[config.mk]
export PLATFORM = sky130hd
export DESIGN_NAME = rtbc_build_cell
export DESIGN_NICKNAME = d
export VERILOG_FILES = /design/src/rtl/rtbc_pkg.sv /design/src/rtl/rtbc_build_cell.sv
export SDC_FILE = /design/constraint.sdc
export NUM_CORES = 1
export LEC_CHECK = 0
export BUFFER_PORTS_ARGS = -buffer_cell sky130_fd_sc_hd__buf_2
export CAP_MARGIN = 20
export CORE_AREA = 2 2 176 178
export CTS_CLUSTER_DIAMETER = 80
export DETAILED_ROUTE_END_ITERATION = 8
export DIE_AREA = 0 0 178 180
export GPL_TIMING_DRIVEN = 0
export PLACE_DENSITY = 0.57
export SLEW_MARGIN = 20
export SYNTH_ARGS = -nofsm -noshare
export SYNTH_HDL_FRONTEND = slang
export SYNTH_SLANG_ARGS = --single-unit
[constraint.sdc]
create_clock -name aclk -period 2.7 [get_ports aclk]
set_input_delay 0.27 -clock aclk [delete_from_list [all_inputs] [get_ports aclk]]
set_output_delay 0.27 -clock aclk [all_outputs]
set_load 0.02 [all_outputs]
[src/rtl/rtbc_pkg.sv]
// ----------------------------------------------------------------------------
// rtbc_pkg - shared constants and helpers for the residue-to-binary converter
// Widths, the modulus M = 2^93 - 2^31 and the term operation codes.
// ----------------------------------------------------------------------------
package rtbc_pkg;

    localparam int RES_W     = 32;
    localparam int ACC_W     = 128;
    localparam int VAL_W     = 93;
    localparam int LOW_W     = 64;
    localparam int HIGH_W    = VAL_W - LOW_W;
    localparam int TOP_SHIFT = 35;
    localparam int N_RED     = TOP_SHIFT + 1;
    localparam int S_DATA_W  = 3 * RES_W;
    localparam int M_DATA_W  = ((VAL_W + 7) / 8) * 8;

    // M = 2^93 - 2^31: high part 0x1fffffff, low part 0xffffffff80000000
    localparam logic [VAL_W-1:0] MOD_M = {29'h1fff_ffff, 64'hffff_ffff_8000_0000};

    typedef enum logic [1:0] {
        TERM_ZERO = 2'd0,
        TERM_ADD  = 2'd1,
        TERM_SUB  = 2'd2
    } term_op_t;

    // Residue as a signed contribution to the wrapping accumulator
    function automatic logic [ACC_W-1:0] term_val(input term_op_t op,
                                                 input logic [RES_W-1:0] x);
        logic [ACC_W-1:0] ext;
        ext = {{(ACC_W-RES_W){1'b0}}, x};
        case (op)
            TERM_ADD: term_val = ext;
            TERM_SUB: term_val = ~ext + {{(ACC_W-1){1'b0}}, 1'b1};
            default:  term_val = '0;
        endcase
    endfunction

endpackage

[src/rtl/rtbc_build_cell.sv]
// ----------------------------------------------------------------------------
// rtbc_build_cell - one round of the reconstruction sum
// Adds or subtracts each residue its op selects, shifts left, and hands the word onward.
// ----------------------------------------------------------------------------
module rtbc_build_cell
    import rtbc_pkg::*;
#(
    parameter term_op_t OP_A  = TERM_ZERO,
    parameter term_op_t OP_B  = TERM_ZERO,
    parameter term_op_t OP_C  = TERM_ZERO,
    parameter int       SHIFT = 0
) (
    input  logic             aclk,
    input  logic             aresetn,
    input  logic             up_valid,
    output logic             up_ready,
    input  logic [ACC_W-1:0] up_acc,
    input  logic [RES_W-1:0] up_a,
    input  logic [RES_W-1:0] up_b,
    input  logic [RES_W-1:0] up_c,
    output logic             dn_valid,
    input  logic             dn_ready,
    output logic [ACC_W-1:0] dn_acc,
    output logic [RES_W-1:0] dn_a,
    output logic [RES_W-1:0] dn_b,
    output logic [RES_W-1:0] dn_c
);

    logic             valid_reg;
    logic [ACC_W-1:0] acc_reg, acc_next;
    logic [RES_W-1:0] a_reg, b_reg, c_reg;
    logic [ACC_W-1:0] sum;
    logic             advance;

    assign advance  = !valid_reg || dn_ready;
    assign up_ready = advance;

    always_comb begin
        sum      = up_acc + term_val(OP_A, up_a) + term_val(OP_B, up_b)
                 + term_val(OP_C, up_c);
        acc_next = sum << SHIFT;
    end

    always_ff @(posedge aclk) begin
        if (!aresetn) begin
            valid_reg <= 1'b0;
        end else if (advance) begin
            valid_reg <= up_valid;
        end
    end

    // advance payload only with a word
    always_ff @(posedge aclk) begin
        if (advance && up_valid) begin
            acc_reg <= acc_next;
            a_reg   <= up_a;
            b_reg   <= up_b;
            c_reg   <= up_c;
        end
    end

    assign dn_valid = valid_reg;
    assign dn_acc   = acc_reg;
    assign dn_a     = a_reg;
    assign dn_b     = b_reg;
    assign dn_c     = c_reg;

endmodule

# Yosys cells after proc, flatten, opt, wreduce, memory -nomap -nowiden
# Index checks and enable logic that the tools add are counted.
# classes
n_reduce_logical	3
# op_table
operator	count
1-bit logical AND	1
1-bit zero test	1
1-bit logical OR	1
# totals
register_bits	225
word_cells	8

# Depth between registers and ports, before layout
# logic_depth
word_depth	3
ltp_mapped	2

# Worst setup path before layout
# Ideal clock, no wire load.
# synth_path
path_kind	reg2reg
from	register valid_reg, in the netlist dn_valid
to	register a_reg[0], in the netlist dn_a[0], enable pin
setup_ns	0.431
arrival_ns	2.139
required_time_ns	2.269
slack_ns	0.131
stages_incl_launch_ff	3
cell_sequence	dfxtp_1 nand2b_4 and2_4
# synth_between
elab_chain_cells	3
# synth_lines
item	line	source
start: declaration	rtbc_build_cell.sv:29	logic valid_reg;
start signal: assignment	rtbc_build_cell.sv:48	valid_reg <= up_valid;
1-bit zero test	rtbc_build_cell.sv:35	assign advance = !valid_reg || dn_ready;
1-bit logical OR	rtbc_build_cell.sv:35	
via up_ready	rtbc_build_cell.sv:16	output logic up_ready,
1-bit logical AND	rtbc_build_cell.sv:54	if (advance && up_valid) begin
end signal: assignment	rtbc_build_cell.sv:56	a_reg <= up_a;
end: declaration	rtbc_build_cell.sv:31	logic [RES_W-1:0] a_reg, b_reg, c_reg;
# The timed path passes the listed nets, and every way through them passes these cells.
# A chain may end at the register's enable or synchronous reset.

# Final worst setup path
# layout_path
from	register valid_reg, in the netlist dn_valid
to	register acc_reg[106], in the netlist dn_acc[106], enable pin
# layout_between
elab_chain_cells	3
# layout_lines
item	line	source
1-bit zero test	rtbc_build_cell.sv:35	
1-bit logical OR	rtbc_build_cell.sv:35	
1-bit logical AND	rtbc_build_cell.sv:54	
end signal: assignment	rtbc_build_cell.sv:55	acc_reg <= acc_next;
end: declaration	rtbc_build_cell.sv:30	logic [ACC_W-1:0] acc_reg, acc_next;
# Every way passes these cells.

==> results.txt <==
----------------------------------------------------
[Worst setup path]
  Cell type of the slowest stage on the worst timing path ... sky130_fd_sc_hd__dfxtp_1
  Worst Path Buf+Inv ... 3
  Slowest Stage Delay on Critical Path ... about 0.33 ns
  Depth of the most critical reg-to-reg path ... 5
  Critical path, cell by cell ... nand2b_4 -> and2_4 -> buf_16 -> buf_16 -> buf_16
  Sort of element at the start of the critical path ... flop
  Crit path arrival time ... 2.12 ns
  Count of cell instances traversed by the critical path ... 5
  Crit end category ... flop
  Top Family by Delay on Critical Path ... buffers and inverters
  Critical path class ... reg -> reg
  Critical Path Start ... dn_valid
  Maximum fanout count along the critical path ... 56
  Worst R2R Start ... dn_valid
  CP dominant cell by count ... sky130_fd_sc_hd__buf_16
  Required time of the critical path ... 2.90 ns
  Worst-case register-to-register setup slack ... 0.77 ns

[Timing]
  Setup clock skew after layout ... 0.00939 ns
  Fin. Hold Viols ... 0
  Final critical path time including I/O delays and setup ... just under 2 ns
  F_max ... 519 MHz
  Setup repair after global routing missed its margin ... false
  Final TNS setup ... 0 ns
  Period utilization ... 71.4%
  Final Max Tran Viols ... 0
  Worst max-slew margin expressed relative to the limit ... approximately four fifths
  Tightest Pin Transition ... 0.300 ns
  Final setup vio count ... 0
  WHS ... approximately 0.078 ns

[Drt]
  Total wire length ... 21400 um
  Routed via count ... 5050
  DRC errors left ... 0
  DRC violation total after the first TritonRoute iteration ... 180
  Number of vias per cell ... 3.74
  Iteration count of the initial detailed-routing pass ... 4
  Post-detailed-route count of antenna-violating nets ... 0
  Average routed wire per standard cell ... 15.8 um

[Outcome]
  Status ... completed

[Clock network]
  Maximum number of buffers from clock root to sink ... 3
  Num CTS Buffers ... 26
  Skew-Pair Late Insertion Delay ... around 0.52 ns
  Post-CTS Hold Buffers ... 225
  TritonCTS clock tree ... yes
  Post-cts gate resize count ... 0
  # H-tree levels ... 1
  CTS sink count ... 225
  Post CTS Setup Buffer Count ... 0
  Clock root buffer master ... sky130_fd_sc_hd__clkbuf_16
  Clock transition at path regs ... roughly 0.060 ns

[Yosys]
  Synth Area per Inst ... between 20 and 30 um^2
  Register area share after synthesis ... 99.4%
  Top cells by area, synth ... sky130_fd_sc_hd__edfxtp_1, sky130_fd_sc_hd__dfxtp_1, sky130_fd_sc_hd__nand2b_4
  Number of flops mapped to enable cells by yosys ... ~220
  Most repeated cell in the gate-level netlist after synthesis ... sky130_fd_sc_hd__edfxtp_1
  Cells after synthesis ... approximately 230
  Predominant post-synthesis flop cell ... sky130_fd_sc_hd__edfxtp_1
  Portion of synthesized cell area occupied by the leading cell type ... about 99%
  Count of distinct cell types in the synthesized netlist ... 6
  Share of async-settable or async-resettable flops after synthesis ... 0%
  Total standard cell area after synthesis ... roughly 6800 um^2
  Synthesis Warnings ... 0
  Net Count, Synth ... 457
  Biggest area consumer among synthesized cells ... sky130_fd_sc_hd__edfxtp_1
  Synthesized flop and latch total ... 225

[Die]
  Die width ... 178 um
  Die area ... 32000 um^2
  Number of standard-cell rows in the floorplan ... 64
  Die height ... 180 um
  Effective utilization at floorplan ... 22.5%
  Core Footprint ... 30200 um^2
  Count of pins on the block boundary ... 454

[Placement]
  Count of buffers inserted at the top-level ports ... 453
  Routability cong. ... ~0.76
  Placed inst area ... 9660 um^2

[Finish]
  Register area ... ~6700 um^2
  Total non-filler cell area in the finished layout ... between 10000 and 15000 um^2
  Final Util ... 42.1%
  Number of fill cells ... 2714
  Fraction of layout instances using a drive strength above 1 ... 51.8%
  Area of combinational cells with multiple inputs ... 33.8 um^2
  Net count of the finished layout ... 1168
  Synthesis-to-finish area growth ... 87.3%

[Global routing]
  Wire length of the first global-routing pass ... 31100 um
  Total congestion overflow after global routing ... 0
  GRT Resource Usage Total ... 12.8%
  Pin count of the biggest net entering global routing ... 60
  Number of antenna violations at the first check in global routing ... 2
  Vias in the first global route ... about 5600

[Power]
  Pwr/cell area ... 661 nW/um^2
  IR Drop Worst-Case VDD ... 0.000455 V
  Leak Pwr ... ~5.3 nW

[Min path]
  Worst Hold Launch ... dn_ready
  Worst hold path class ... in -> reg
  Number of stages on the worst hold path ... 3

[Flow run]
  Number of violations of the max-capacitance limit ... 0

----------------------------------------------------
==> placed cells by master (no fill, tap or decap) <==
cell type                       count
sky130_fd_sc_hd__clkinv_1           4
sky130_fd_sc_hd__a21boi_2           1
sky130_fd_sc_hd__dlygate4sd3_1    226
sky130_fd_sc_hd__edfxtp_1         224
sky130_fd_sc_hd__inv_6              1
sky130_fd_sc_hd__buf_2            453
sky130_fd_sc_hd__buf_16             4
sky130_fd_sc_hd__clkinvlp_4         3
sky130_fd_sc_hd__inv_1              1
sky130_fd_sc_hd__and2_4             1
sky130_fd_sc_hd__bufinv_16          1
sky130_fd_sc_hd__clkinv_2           2
sky130_fd_sc_hd__clkinv_4           1
sky130_fd_sc_hd__dfxtp_1            1
sky130_fd_sc_hd__clkbuf_16         27
sky130_fd_sc_hd__clkbuf_1           4
sky130_fd_sc_hd__diode_2            1
sky130_fd_sc_hd__nand2b_4           1
==> power by group <==
group	switching (mW)	internal, mW
clock network	1.35	1.91
logic	0.528	0.477
registers	0.0537	4.09
total	1.93	6.47
==> cells by family after synthesis <==
logic type / Yosys count / synth area share [%]
and+or+nand+nor: 2 / 0.332
buffers and inverters: 1 / 0.0553
DFF: 225 / 99.4
AOI/OAI and AO/OA: 1 / 0.166
==> final timing paths <==
check	end
max	dn_acc[106]
min	dn_valid
max reg2reg	dn_acc[106]
min reg2reg	dn_valid
==> layer usage <==
metal / global-route usage (%) / share of wire (%) / vias to the layer above
met2: 23.0 / 51 / 297
met1: 14.1 / 36 / 2350
met4: 4.39 / 2.4 / 0
met3: 4.17 / 10 / 43
li1: - / - / 2360
met5: 0 / 0 / -
==> tightest hold or removal path, cell delays in order <==
cell                       delay (ns)
sky130_fd_sc_hd__buf_2           0.10
sky130_fd_sc_hd__nand2b_4        0.13
sky130_fd_sc_hd__a21boi_2        0.05
==> final cells by class <==
class / instances / share of cell area, %
Clock inverter: 12 / 0.748
Antenna cell: 1 / 0.0197
Inverter: 1 / 0.0295
Timing Repair Buffer: 683 / 36.5
Clock buffer: 31 / 5.44
Multi-Input combinational cell: 3 / 0.266
Tap cell: 396 / 3.90
Sequential cell: 225 / 53.1
==> through the flow <==
| stage | cells | power, mW | setup slack, ns |
|---|---|---|---|
| after floorplan | 229 | 4.55 | 0.131 |
| after global placement | 1078 | 4.94 | -0.488 |
| after global routing | 1352 | 8.77 | 0.658 |
| after CTS | 1350 | 8.53 | 0.754 |
| after detailed placement | 1082 | 4.96 | 0.627 |
| final | 1352 | 8.40 | 0.772 |
==> flip-flops by register name, summed over array words and instances (netlist names) <==
register / count
dn_acc: 128
dn_a: 32
dn_b: 32
dn_c: 32
dn_valid: 1
(Power assumes the default switching activity.)
