`src/rtl/rtbc_pkg.sv`:
```
// ----------------------------------------------------------------------------
// rtbc_pkg - shared constants and helpers for the residue-to-binary converter
// Widths, the modulus M = 2^93 - 2^31 and the term operation codes.
// ----------------------------------------------------------------------------
package rtbc_pkg;

    localparam int RES_W     = 32;
    localparam int ACC_W     = 128;
    localparam int VAL_W     = 93;
    localparam int LOW_W     = 64;
    localparam int HIGH_W    = VAL_W - LOW_W;
    localparam int TOP_SHIFT = 35;
    localparam int N_RED     = TOP_SHIFT + 1;
    localparam int S_DATA_W  = 3 * RES_W;
    localparam int M_DATA_W  = ((VAL_W + 7) / 8) * 8;

    // M = 2^93 - 2^31: high part 0x1fffffff, low part 0xffffffff80000000
    localparam logic [VAL_W-1:0] MOD_M = {29'h1fff_ffff, 64'hffff_ffff_8000_0000};

    typedef enum logic [1:0] {
        TERM_ZERO = 2'd0,
        TERM_ADD  = 2'd1,
        TERM_SUB  = 2'd2
    } term_op_t;

    // Residue as a signed contribution to the wrapping accumulator
    function automatic logic [ACC_W-1:0] term_val(input term_op_t op,
                                                 input logic [RES_W-1:0] x);
        logic [ACC_W-1:0] ext;
        ext = {{(ACC_W-RES_W){1'b0}}, x};
        case (op)
            TERM_ADD: term_val = ext;
            TERM_SUB: term_val = ~ext + {{(ACC_W-1){1'b0}}, 1'b1};
            default:  term_val = '0;
        endcase
    endfunction

endpackage

```
`src/rtl/rtbc_reduce_cell.sv`:
```
// ----------------------------------------------------------------------------
// rtbc_reduce_cell - one restoring step of the reduction modulo M
// Subtracts M shifted left by SHIFT when the word is not smaller.
// ----------------------------------------------------------------------------
module rtbc_reduce_cell
    import rtbc_pkg::*;
#(
    parameter int SHIFT = 0
) (
    input  logic             aclk,
    input  logic             aresetn,
    input  logic             up_valid,
    output logic             up_ready,
    input  logic [ACC_W-1:0] up_acc,
    output logic             dn_valid,
    input  logic             dn_ready,
    output logic [ACC_W-1:0] dn_acc
);

    localparam logic [ACC_W-1:0] MOD_SH = {{(ACC_W-VAL_W){1'b0}}, MOD_M} << SHIFT;

    logic             valid_reg;
    logic [ACC_W-1:0] acc_reg, acc_next;
    logic [ACC_W:0]   diff;
    logic             advance;

    assign advance  = !valid_reg || dn_ready;
    assign up_ready = advance;

    // borrow out of the top bit means the word is below the shifted modulus
    always_comb begin
        diff     = {1'b0, up_acc} - {1'b0, MOD_SH};
        acc_next = diff[ACC_W] ? up_acc : diff[ACC_W-1:0];
    end

    always_ff @(posedge aclk) begin
        if (!aresetn) begin
            valid_reg <= 1'b0;
        end else if (advance) begin
            valid_reg <= up_valid;
        end
    end

    always_ff @(posedge aclk) begin
        if (advance && up_valid) begin
            acc_reg <= acc_next;
        end
    end

    assign dn_valid = valid_reg;
    assign dn_acc   = acc_reg;

endmodule

```
`config.mk`:
```
export PLATFORM = sky130hd
export DESIGN_NAME = rtbc_reduce_cell
export DESIGN_NICKNAME = d
export VERILOG_FILES = /design/src/rtl/rtbc_pkg.sv /design/src/rtl/rtbc_reduce_cell.sv
export SDC_FILE = /design/constraint.sdc
export NUM_CORES = 1
export LEC_CHECK = 0
export ABC_CLOCK_PERIOD_IN_PS = 5200
export BUFFER_PORTS_ARGS = -buffer_cell sky130_fd_sc_hd__buf_2
export CORE_MARGIN = 3
export CORE_UTILIZATION = 45
export CTS_CLUSTER_DIAMETER = 100
export DETAILED_ROUTE_END_ITERATION = 8
export PLACE_DENSITY = 0.78
export SKIP_LAST_GASP = 1
export SLEW_MARGIN = 20
export SYNTH_ARGS = -nofsm -noshare
export SYNTH_HDL_FRONTEND = slang
export SYNTH_SLANG_ARGS = --single-unit
```
`constraint.sdc`:
```
create_clock -name aclk -period 5.2 [get_ports aclk]
set_clock_uncertainty 0.2 [all_clocks]
set_input_delay 0.78 -clock aclk [delete_from_list [all_inputs] [get_ports aclk]]
set_output_delay 0.78 -clock aclk [all_outputs]
set_load 0.005 [all_outputs]
```
Word level (Yosys, flattened, before mapping)
Index checks and enable logic that the tools add are counted.
{"block": "op_classes", "addsub": 1, "mux": 1, "n_reduce_logical": 3}
{"operator": "subtractor 128 x 93 -> 129 bit, second input constant", "count": 1}
{"operator": "2-to-1 mux 128 bit", "count": 1}
{"operator": "logical AND 1 bit", "count": 1}
{"operator": "zero test 1 bit", "count": 1}
{"operator": "logical OR 1 bit", "count": 1}
{"block": "totals", "ff_bits": 129}

Depth between registers and ports, before layout
Gate-level depths: netlist (run 1).
{"block": "depth", "depth_word": 3, "mapped_depth": 9}

Worst setup path before layout (run 1)
No wires, ideal clock.
{"block": "synth_path", "path_type": "input -> register", "startpoint": "input dn_ready", "endpoint": "register acc_reg[0] (netlist: dn_acc[0]) (enable)", "setup_ps": 503, "arrival_time_ps": 3881, "setup_slack_ps": 616, "cell_stages": 2, "path_cell_list": "nand2b_1 and2_1"}
{"block": "synth_via", "elab_chain_cells": 2}
{"item": "start: declaration", "line": "rtbc_reduce_cell.sv:16", "rtl": "input logic dn_ready,"}
{"item": "logical OR 1 bit", "line": "rtbc_reduce_cell.sv:27", "rtl": "assign advance = !valid_reg || dn_ready;"}
{"item": "logical AND 1 bit", "line": "rtbc_reduce_cell.sv:45", "rtl": "if (advance && up_valid) begin"}
{"item": "end signal: assignment", "line": "rtbc_reduce_cell.sv:46", "rtl": "acc_reg <= acc_next;"}
{"item": "end: declaration", "line": "rtbc_reduce_cell.sv:23", "rtl": "logic [ACC_W-1:0] acc_reg, acc_next;"}
Every way passes these cells.
A chain may end at the register's enable or synchronous reset.

Final worst setup path (run 1)
{"block": "layout_path", "startpoint": "input up_acc[65]", "endpoint": "register acc_reg[88] (netlist: dn_acc[88]) (data pin)"}
{"block": "layout_via", "elab_chain_cells": 2}
{"item": "start: declaration", "line": "rtbc_reduce_cell.sv:14", "rtl": "input logic [ACC_W-1:0] up_acc,"}
{"item": "subtractor 128 x 93 -> 129 bit", "line": "rtbc_reduce_cell.sv:32", "rtl": "diff = {1'b0, up_acc} - {1'b0, MOD_SH};"}
{"item": "2-to-1 mux 128 bit", "line": "rtbc_reduce_cell.sv:33", "rtl": "acc_next = diff[ACC_W] ? up_acc : diff[ACC_W-1:0];"}
{"item": "via acc_next[88]", "line": "rtbc_reduce_cell.sv:23"}
The timed path passes the listed nets, and every way through them passes these cells.

==> Implementation_results.wiki, run 1 <==
{| class="wikitable"
! Metric !! Value
|-
| Outcome || finished, final reports clean
|-
| Initial antenna violation count || 0
|-
| Reg-to-Reg Start || dn_valid$_SDFFE_PN0N_
|-
| Worst hold path type || in2reg
|-
| Final global-route overflow total || 0
|-
| Instance count after placement with tap cells included || 928
|-
| Total power consumption of the routed design || 2.75 mW
|-
| CTS max path bufs || 2
|-
| TritonCTS clock tree || done
|-
| Post-route clock period utilization || 0.720
|-
| Share of post-route cells with drive strength above 1 || 0.391
|-
| Capture point of the worst path || dn_acc[88]$_DFFE_PP_
|-
| Last weighted congestion value of the routability-driven placer || 0.892
|-
| Most used flip-flop cell after synthesis || sky130_fd_sc_hd__edfxtp_1
|-
| Startpoint type of the worst setup path || primary input
|-
| Vias/cell || 5.56
|-
| Worst-skew pair later-pin latency || 420 ps
|-
| Pre-Repair DR Iteration Count || 5
|-
| Post-CTS Hold Fix Bufs || 0
|-
| Wire length of the first global-routing pass || 28700 um
|-
| Largest net degree at the start of global routing || 79
|-
| Biggest cell delay along the critical path || 890 ps
|-
| Netlist area before placement || 6300 um2
|-
| R2R Setup Slk || 3130 ps
|-
| Initial DRC Count || 377
|-
| Standard cell core area || 13500 um2
|-
| Number of setup violations in the final report || 0
|-
| Reg2reg path depth || 3
|-
| Grt met3 use || 0.0768
|-
| RSZ-0062 raised after global routing || false
|-
| Most frequently used cell type in the post-synthesis netlist || sky130_fd_sc_hd__edfxtp_1
|-
| Depth of the CTS H-tree || 4
|-
| Gates resized, CTS repair || 0
|-
| Vias in the first global route || 5472
|-
| Largest fanout of any net on the critical path || 23
|-
| Worst slack after detailed placement || 1120 ps
|-
| Finished layout cell area || 8430 um2
|-
| Input/output buffers || 261
|-
| Max-slew violation total from the final report || 0
|-
| Post-synthesis cell type with the largest combined area || sky130_fd_sc_hd__edfxtp_1
|-
| Floorplan die width || 124 um
|-
| Max Freq || 0.267 GHz
|-
| Hold Worst Slack || 335 ps
|-
| Least setup slack across all paths after layout || 1450 ps
|-
| Reg2reg end || dn_acc[109]$_DFFE_PP_
|-
| Net total in the final layout || 904
|-
| Layer with the highest usage after global routing || met2
|-
| Count of max-cap constraint violations || 0
|-
| Max_slew headroom || 0.378
|-
| Per-instance average area after synthesis || 12.5 um2
|-
| Core Rows || 42
|-
| Worst setup path startpoint || up_acc[65]
|-
| Worst Setup End Kind || flip-flop
|-
| Total GRT Usage || 0.235
|-
| Total detailed-routing wirelength || 18400 um
|-
| Worst IR Drop VDD || 0.213 mV
|-
| Post-synthesis register bit count || 129
|-
| Cells taking the most area after synthesis || sky130_fd_sc_hd__edfxtp_1 61%, sky130_fd_sc_hd__xnor2_1 8.9%, sky130_fd_sc_hd__xor2_1 4.3%, sky130_fd_sc_hd__nand4_1 3.9%, sky130_fd_sc_hd__nor3_1 2.8%
|-
| M2 GR Usage || 0.405
|-
| Lkg Pwr || 3.26 nW
|-
| Share of the synthesized area in the top cell type || 0.610
|-
| Count of clock tree sinks || 129
|-
| Most frequent cells after synthesis || 128 x sky130_fd_sc_hd__edfxtp_1, 64 x sky130_fd_sc_hd__xnor2_1, 39 x sky130_fd_sc_hd__nand4_1
|-
| Clock buffers created by TritonCTS || 17
|-
| Layout Cells excl Fill || 959
|-
| Critical path required time || 5170 ps
|-
| Number of cells produced by synthesis || 505
|-
| Highest-delay cell along the critical path || sky130_fd_sc_hd__o31ai_4
|-
| Net count after synthesis || 638
|-
| Total inserted antenna cells || 0
|-
| Count of synthesis-stage warnings from yosys || 0
|-
| Type of the worst setup path || in2reg
|-
| Total die area || 15500 um2
|-
| Post-synth EDFFs || 128
|-
| Vertical die dimension || 124 um
|-
| Met1 usage in global routing || 0.271
|-
| Slew at the pin with the worst max-slew slack || 933 ps
|-
| Utilization after layout || 0.626
|-
| Clk slew on worst S/H paths || 60 ps
|-
| Flip-flop and latch area || 3860 um2
|-
| Cell variety after synth || 44
|-
| Ordered list of cells on the worst path || buf_2, nand3_1, nor4_1, nand2b_1, o31ai_4, buf_4, nand4_1, xnor2_1
|-
| Post-CTS setup repair buffer count || 0
|-
| Layout filler cell count || 1104
|-
| Number of antenna-violating nets in the routed design || 0
|-
| Worst Path Arrival || 3710 ps
|-
| Minimum clock period || 3750 ps
|-
| CTS root buf || sky130_fd_sc_hd__clkbuf_16
|-
| Area grow syn2layout || 33.7%
|-
| Number of I/O pins || 262
|-
| Multi-input gate area in the final layout || 2340 um2
|-
| Per-cell routed wire length || 19.2 um
|-
| Via count of the routed design || 5336
|-
| Power density of the placed cells || 327 nW/um2
|-
| Drc violations || 0
|-
| Starting Density || 0.468
|-
| Number of endpoints with negative hold slack in the final report || 0
|-
| Placement-stage cell area || 7800 um2
|-
| Detailed placer's ending HPWL || 13800 um
|-
| Setup_tns || 0 ps
|-
| Sequential fraction of the synthesis area || 0.613
|-
| Fraction of synthesis flops using an asynchronous set or reset pin || 0
|}
per-layer routing:
layer | wire [um] | up-vias | part of all wire
met5 | 0 | - | 0
met4 | 568 | 0 | 0.031
met1 | 6790 | 2514 | 0.37
met2 | 9300 | 311 | 0.50
li1 | - | 2465 | -
met3 | 1770 | 46 | 0.096
logic make-up after synthesis:
kind of cell	after synthesis	synth area share
compound gates	15	0.0195
xor+xnor	95	0.132
fa+ha+maj	1	0.00199
buf+inv	25	0.0187
flops	129	0.613
simple gates	240	0.214
worst min path at each step:
stage                               start                    end  slack, ps  cells past startpoint
finish                          up_acc[0]    dn_acc[0]$_DFFE_PP_        330                      1
global route                    up_acc[0]    dn_acc[0]$_DFFE_PP_        320                      1
CTS                             up_acc[0]    dn_acc[0]$_DFFE_PP_        310                      1
detailed placement  dn_valid$_SDFFE_PN0N_  dn_valid$_SDFFE_PN0N_        340                      2
global placement    dn_valid$_SDFFE_PN0N_  dn_valid$_SDFFE_PN0N_        310                      2
floorplan           dn_valid$_SDFFE_PN0N_  dn_valid$_SDFFE_PN0N_        340                      2
layout make-up:
cell class,count,share of cell area
Inverter,6,0.00267
Tap cell,176,0.0261
Timing Repair Buffer,266,0.161
Clock buffer,19,0.0514
Multi-Input combinational cell,351,0.278
Sequential cell,129,0.459
Clock inverter,12,0.0226
placed cells by master, fill, tap and decap left out, types with 2 or more instances in the layout:
master and n:
sky130_fd_sc_hd__buf_2 261, sky130_fd_sc_hd__edfxtp_1 128, sky130_fd_sc_hd__xnor2_1 64, sky130_fd_sc_hd__nand4_1 39
sky130_fd_sc_hd__nor3_1 35, sky130_fd_sc_hd__nand3_1 34, sky130_fd_sc_hd__xor2_1 31, sky130_fd_sc_hd__nand2_1 29
sky130_fd_sc_hd__nor2_1 28, sky130_fd_sc_hd__nor4_1 21, sky130_fd_sc_hd__clkbuf_16 17, sky130_fd_sc_hd__and3_1 7
sky130_fd_sc_hd__or3_1 7, sky130_fd_sc_hd__inv_1 6, sky130_fd_sc_hd__and4_1 5, sky130_fd_sc_hd__and2_1 5
sky130_fd_sc_hd__bufinv_16 5, sky130_fd_sc_hd__or2_2 4, sky130_fd_sc_hd__nand2b_1 4, sky130_fd_sc_hd__or4_1 4
sky130_fd_sc_hd__nor3b_1 4, sky130_fd_sc_hd__nand4b_1 4, sky130_fd_sc_hd__clkinv_2 4, sky130_fd_sc_hd__buf_4 4
sky130_fd_sc_hd__nand3b_1 3, sky130_fd_sc_hd__a2111oi_0 3, sky130_fd_sc_hd__o311ai_0 2, sky130_fd_sc_hd__clkbuf_1 2
power by group:
group	internal, mW	switching (mW)
clock	0.842	0.427
sequential	1.22	0.0169
combinational	0.109	0.138
registers in the layout, summed over array words and instances, names as in the netlist:
signal,cells
dn_acc,128
dn_valid,1
critical path, delay by kind of cell:
kind                      cells  cell delay, ps
and+or+nand+nor               4            1370
xor gates and xnor gates      1             170
buffers and inverters         2             490
AOI/OAI and AO/OA             1             890
(Power assumes the default switching activity.)
==> inputs of run 2 (changes only) <==
Settings changed: ABC_AREA set to 1, ABC_CLOCK_PERIOD_IN_PS 5200 to 3400, PLACE_DENSITY 0.78 to 0.76.
Clock period 5.2 ns to 3.4 ns, I/O delays scaled along.
==> Implementation_results.wiki, run 2 <==
{| class="wikitable"
! Metric !! Value
|-
| Critical path required time || 3390 ps
|-
| Floorplan die width || 145 um
|-
| Net total in the final layout || 1665
|-
| Sequential fraction of the synthesis area || 0.443
|-
| Total GRT Usage || 0.286
|-
| Net count after synthesis || 1388
|-
| Gates resized, CTS repair || 0
|-
| CTS max path bufs || 2
|-
| Clock network power share || 0.428
|-
| Largest register FFs || 128
|-
| Largest fanout of any net on the critical path || 8
|-
| Last weighted congestion value of the routability-driven placer || 0.971
|-
| Worst Setup End Kind || flip-flop
|-
| Lkg Pwr || 5.17 nW
|-
| Power density of the placed cells || 386 nW/um2
|-
| Cells taking the most area after synthesis || sky130_fd_sc_hd__edfxtp_1 44%, sky130_fd_sc_hd__nand2_1 21%, sky130_fd_sc_hd__nor2_1 10%, sky130_fd_sc_hd__inv_1 6.6%, sky130_fd_sc_hd__nand3_1 4.0%
|-
| Cell with the most instances on the worst path || sky130_fd_sc_hd__nand3_1
|-
| Cell variety after synth || 27
|-
| Initial DRC Count || 880
|-
| Via count of the routed design || 9090
|-
| Input/output buffers || 261
|-
| Per-instance average area after synthesis || 6.95 um2
|-
| RSZ-0062 raised after global routing || false
|-
| Net switching share of the total power || 0.270
|-
| Largest net degree at the start of global routing || 87
|-
| Cell family contributing the most delay on the critical path || simple AND/OR/NAND/NOR gates
|-
| Number of cells produced by synthesis || 1255
|-
| Critical path buffers and inverters || 2
|-
| Post-CTS setup repair buffer count || 0
|-
| Share of post-route cells with drive strength above 1 || 0.208
|-
| Vias in the first global route || 8467
|-
| Number of endpoints with negative hold slack in the final report || 0
|-
| Number of antenna-violating nets in the routed design || 0
|-
| Post-CTS Hold Fix Bufs || 0
|-
| Ordered list of cells on the worst path || buf_2, ha_1, nand3_1, nor2_2, nand3_1, nor2_1, nand4_2, or2_0, nand3_1, inv_1
|-
| Type of the worst setup path || in2reg
|-
| Post-synthesis register bit count || 129
|-
| Worst IR Drop VDD || 0.330 mV
|-
| Number of setup violations in the final report || 0
|-
| Max-slew violation total from the final report || 0
|-
| Internal portion of total power || 3.10 mW
|-
| Clock buffers created by TritonCTS || 17
|-
| Detailed placer's ending HPWL || 25000 um
|-
| Count of clock tree sinks || 129
|-
| Slew at the pin with the worst max-slew slack || 852 ps
|-
| Most frequent cells after synthesis || 493 x sky130_fd_sc_hd__nand2_1, 233 x sky130_fd_sc_hd__nor2_1, 154 x sky130_fd_sc_hd__inv_1
|-
| Starting Density || 0.462
|-
| Total die area || 21100 um2
|-
| Portion of total power attributed to sequential cells || 0.445
|-
| Initial antenna violation count || 2
|-
| Area grow syn2layout || 25.9%
|-
| Startpoint type of the worst setup path || primary input
|-
| Worst hold path type || in2reg
|-
| Clk slew on worst S/H paths || 70 ps
|-
| Comb power frac || 0.127
|-
| Pre-Repair DR Iteration Count || 5
|-
| Worst-skew pair later-pin latency || 420 ps
|-
| Worst Path Arrival || 2380 ps
|-
| Core Rows || 50
|-
| Count of synthesis-stage warnings from yosys || 0
|-
| Depth of the CTS H-tree || 4
|-
| Max Freq || 0.418 GHz
|-
| Highest-delay cell along the critical path || sky130_fd_sc_hd__ha_1
|-
| Outcome || finished, final reports clean
|-
| Post-route clock period utilization || 0.704
|-
| Highest-count cells in the layout ignoring fill and taps || 493 x sky130_fd_sc_hd__nand2_1, 261 x sky130_fd_sc_hd__buf_2, 233 x sky130_fd_sc_hd__nor2_1
|-
| Fraction of synthesis flops using an asynchronous set or reset pin || 0
|-
| Most frequently used cell type in the post-synthesis netlist || sky130_fd_sc_hd__nand2_1
|-
| Per-cell routed wire length || 16.9 um
|-
| Post-synth EDFFs || 128
|-
| Share of the synthesized area in the top cell type || 0.441
|-
| Number of I/O pins || 262
|-
| Wire length of the first global-routing pass || 46800 um
|-
| Psw || 1.14 mW
|-
| Setup_tns || 0 ps
|-
| Vias/cell || 5.03
|-
| Drc violations || 0
|-
| Netlist area before placement || 8720 um2
|-
| Total detailed-routing wirelength || 30400 um
|-
| Max_slew headroom || 0.431
|-
| Post-synthesis cell type with the largest combined area || sky130_fd_sc_hd__edfxtp_1
|-
| Biggest cell delay along the critical path || 330 ps
|-
| CTS root buf || sky130_fd_sc_hd__clkbuf_16
|-
| Final global-route overflow total || 0
|-
| Vertical die dimension || 145 um
|-
| Most common cell after layout, fill and taps aside || sky130_fd_sc_hd__nand2_1
|-
| TritonCTS clock tree || done
|-
| Most used flip-flop cell after synthesis || sky130_fd_sc_hd__edfxtp_1
|-
| Count of max-cap constraint violations || 0
|-
| Minimum clock period || 2390 ps
|-
| Standard cell core area || 18900 um2
|-
| Hold Worst Slack || 54.7 ps
|}
-- run 2: final cells by class --
type                    count  area (um2)
repair buffers            274        1450
inverters                 157         589
clock buffers              18         429
diodes                      1        2.50
clock inverters            14         144
flip-flops and latches    129        3860
multi-input cells         953        4170
fillers                  1932        7920
well taps                 260         325
-- run 2: kinds of logic (layout without fill, tap and decap cells) --
family                   after synthesis  count (layout)  share of synthesized area
other                                  0               1                          0
flip-flops                           129             129                      0.443
adder cells (fa/ha/maj)                1               1                    0.00143
AND/OR/NAND/NOR                      848             848                      0.390
XOR/XNOR                              58              58                     0.0582
AO/OA/AOI/OAI                         46              46                     0.0267
buffers and inverters                173             463                     0.0802
-- run 2: routing by layer --
layer / track usage / wire length (um)
met5: 0 / 0
met4: 0.0674 / 524
met3: 0.0462 / 2580
met2: 0.440 / 13600
met1: 0.423 / 13700
-- run 2: final timing paths --
kind,from,to,slack (ps),cells after the start
worst max-delay path,up_acc[31],dn_acc[93]$_DFFE_PP_,1010,10
worst max register to register,dn_valid$_SDFFE_PN0N_,dn_acc[0]$_DFFE_PP_,1470,2
worst min register to register,dn_valid$_SDFFE_PN0N_,dn_valid$_SDFFE_PN0N_,340,2
worst min-delay path,up_acc[15],dn_acc[15]$_DFFE_PP_,50,1
-- run 2: worst reg2reg max path: cells and delay by family, from the launching register on --
family                 cells  cell delay, ps
AO/OA/AOI/OAI              1             690
flip-flops                 1             340
buffers and inverters      1             380
-- run 2: per-stage QoR --
stage                     cell area, um2  std cells  setup slack (ps)  utilization  total power [mW]
after floorplan                     8730       1255              39.1            -              2.14
after detailed placement           10400       1773               561        0.551              2.45
after global routing               11000       1806               784        0.581              4.40
final                              11000       1806              1010        0.581              4.24
after CTS                          11000       1805              1000        0.581              4.27
after global placement             10400       1773               596        0.551              2.45
-- run 2: power groups by stage --
stage                     Sequential, mW  Clock (mW)  Combinational (mW)
after floorplan                     1.94           0               0.205
after global placement              1.92           0               0.525
after detailed placement            1.92           0               0.533
after CTS                           1.89        1.84               0.535
after global routing                1.90        1.91               0.593
final                               1.89        1.82               0.537
==> inputs of run 3 (changes only) <==
Settings changed: ABC_CLOCK_PERIOD_IN_PS 3400 to 2000.
Clock period 3.4 ns to 2 ns, I/O delays scaled along.
==> Implementation_results.wiki, run 3 (synthesis results as in run 2) <==
{| class="wikitable"
! Metric !! Value
|-
| Final global-route overflow total || 0
|-
| Cell family contributing the most delay on the critical path || simple AND/OR/NAND/NOR gates
|-
| Type of the worst setup path || in2reg
|-
| Per-cell routed wire length || 16.2 um
|-
| Net switching share of the total power || 0.257
|-
| Most common cell after layout, fill and taps aside || sky130_fd_sc_hd__nand2_1
|-
| Flip-flop and latch area || 3860 um2
|-
| Utilization after layout || 0.701
|-
| Clock network power share || 0.427
|-
| Largest fanout of any net on the critical path || 4
|-
| Biggest cell delay along the critical path || 250 ps
|-
| Lkg Pwr || 6.53 nW
|-
| TritonCTS clock tree || done
|-
| Depth of the CTS H-tree || 4
|-
| Portion of total power attributed to sequential cells || 0.418
|-
| Detailed placer's ending HPWL || 26700 um
|-
| Post-route clock period utilization || 0.933
|-
| Total die area || 21100 um2
|-
| Worst Path Arrival || 1840 ps
|-
| Floorplan die width || 145 um
|-
| Max-slew violation total from the final report || 0
|-
| Vias in the first global route || 10000
|-
| Hold Path Cell Cnt || 3
|-
| Highest-count cells in the layout ignoring fill and taps || 493 x sky130_fd_sc_hd__nand2_1, 261 x sky130_fd_sc_hd__buf_2, 245 x sky130_fd_sc_hd__buf_4
|-
| Drc violations || 0
|-
| Initial antenna violation count || 1
|-
| Starting Density || 0.462
|-
| M2 GR Usage || 0.507
|-
| Multi-input gate area in the final layout || 4180 um2
|-
| Clock buffers created by TritonCTS || 17
|-
| Count of max-cap constraint violations || 0
|-
| Wire length of the first global-routing pass || 52000 um
|-
| Grt met3 use || 0.0568
|-
| Last weighted congestion value of the routability-driven placer || 0.997
|-
| Input/output buffers || 261
|-
| Core Rows || 50
|-
| Number of I/O pins || 262
|-
| Layout Cells excl Fill || 2082
|-
| Vias/cell || 4.90
|-
| Largest register FFs || 128
|-
| Count of clock tree sinks || 129
|-
| Outcome || finished, final reports clean
|-
| Internal portion of total power || 5.71 mW
|-
| Worst IR Drop VDD || 0.559 mV
|-
| Psw || 1.98 mW
|-
| Ordered list of cells on the worst path || buf_2, ha_2, nand2_1, nor2_2, buf_4, nand3_1, buf_4, nand3b_1, xor2_1, nand2_1, o21ai_0
|-
| Layout filler cell count || 1662
|-
| Startpoint type of the worst setup path || primary input
|-
| Pre-Repair DR Iteration Count || 7
|-
| Critical path depth || 11
|-
| Worst slack after detailed placement || -340 ps
|-
| Worst hold path type || in2reg
|-
| RSZ-0062 raised after global routing || true
|-
| Largest net degree at the start of global routing || 59
|-
| Least setup slack across all paths after layout || 133 ps
|-
| Layer with the highest usage after global routing || met2
|-
| Total power consumption of the routed design || 7.68 mW
|-
| Max_slew headroom || 0.775
|-
| Post-CTS setup repair buffer count || 0
|-
| Net total in the final layout || 1942
|-
| Share of post-route cells with drive strength above 1 || 0.311
|-
| Power density of the placed cells || 580 nW/um2
|-
| Number of setup violations in the final report || 0
|-
| Critical path required time || 1980 ps
|-
| Worst Setup End Kind || flip-flop
|-
| Total detailed-routing wirelength || 33700 um
|-
| Critical path buffers and inverters || 3
|-
| Standard cell core area || 18900 um2
|-
| Slew at the pin with the worst max-slew slack || 336 ps
|-
| Met1 usage in global routing || 0.427
|-
| Minimum clock period || 1870 ps
|-
| Initial DRC Count || 1086
|-
| Total GRT Usage || 0.315
|-
| Comb power frac || 0.155
|-
| Highest-delay cell along the critical path || sky130_fd_sc_hd__ha_2
|-
| Vertical die dimension || 145 um
|-
| Max Freq || 0.536 GHz
|-
| Clk slew on worst S/H paths || 60 ps
|-
| Instance count after placement with tap cells included || 2014
|-
| Hold Worst Slack || 13.2 ps
|-
| Area grow syn2layout || 51.9%
|-
| Reg2reg path depth || 3
|-
| Via count of the routed design || 10200
|-
| CTS max path bufs || 2
|-
| Worst-skew pair later-pin latency || 420 ps
|-
| Number of antenna-violating nets in the routed design || 0
|-
| Number of endpoints with negative hold slack in the final report || 0
|-
| CTS root buf || sky130_fd_sc_hd__clkbuf_16
|}
-- run 3: cell count changes in the layout (fill, tap and decap cells not counted), moves of 2 or more --
cell / before / now
sky130_fd_sc_hd__nor3_2: 1 / 3
sky130_fd_sc_hd__dlygate4sd3_1: 0 / 36
sky130_fd_sc_hd__buf_4: 9 / 245
sky130_fd_sc_hd__clkinv_4: 0 / 3
sky130_fd_sc_hd__clkinv_2: 0 / 2
sky130_fd_sc_hd__buf_12: 4 / 8
sky130_fd_sc_hd__clkinvlp_4: 4 / 1
sky130_fd_sc_hd__inv_6: 7 / 4
sky130_fd_sc_hd__bufinv_16: 1 / 3
sky130_fd_sc_hd__nor3_1: 15 / 13
-- run 3: metrics by stage --
| stage | setup TNS [ps] | instance area, um2 |
|---|---|---|
| floorplan | -143770 | 8730 |
| global placement | -14310 | 12300 |
| detailed placement | -19630 | 12300 |
| CTS | 0 | 13200 |
| global route | -80.1 | 13200 |
| finish | 0 | 13200 |
-- run 3: power by group through the flow --
stage	sequential (mW)	clock (mW)	combinational, mW
floorplan	3.30	0	0.348
global placement	3.26	0	1.09
detailed placement	3.27	0	1.10
CTS	3.21	3.31	1.17
global route	3.22	3.42	1.29
finish	3.21	3.28	1.19
-- run 3: layout make-up --
type / count / share of cell area
flip-flops and latches: 129 / 0.292
well taps: 260 / 0.0246
diodes: 1 / 0.000189
clock inverters: 14 / 0.0136
repair buffers: 551 / 0.278
clock buffers: 17 / 0.0321
inverters: 157 / 0.0445
multi-input cells: 953 / 0.316
-- run 3: worst paths after layout --
path	startpoint	endpoint	slack, ps
setup / recovery	up_acc[32]	dn_acc[75]$_DFFE_PP_	130
hold / removal	up_acc[66]	dn_acc[66]$_DFFE_PP_	10
setup reg to reg	dn_valid$_SDFFE_PN0N_	dn_acc[47]$_DFFE_PP_	490
hold reg to reg	dn_valid$_SDFFE_PN0N_	dn_acc[114]$_DFFE_PP_	590
-- run 3: timing repair --
| item | CTS | global route |
|---|---|---|
| hold endpoints to repair | 35 | 0 |
| resized for setup | 0 | 4 |
| setup endpoints to repair | 0 | 20 |
| hold buffers | 36 | 0 |
-- run 3: worst min-delay path: cells and delay by family --
| family | cells | cell delay [ps] |
|---|---|---|
| AND/OR/NAND/NOR | 2 | 110 |
| buffers and inverters | 1 | 120 |
-- run 3: metal layers --
layer | vias up | share of wire
li1 | 5045 | -
met1 | 4585 | 0.43
met2 | 492 | 0.45
met3 | 81 | 0.087
met4 | 0 | 0.031
met5 | - | 0
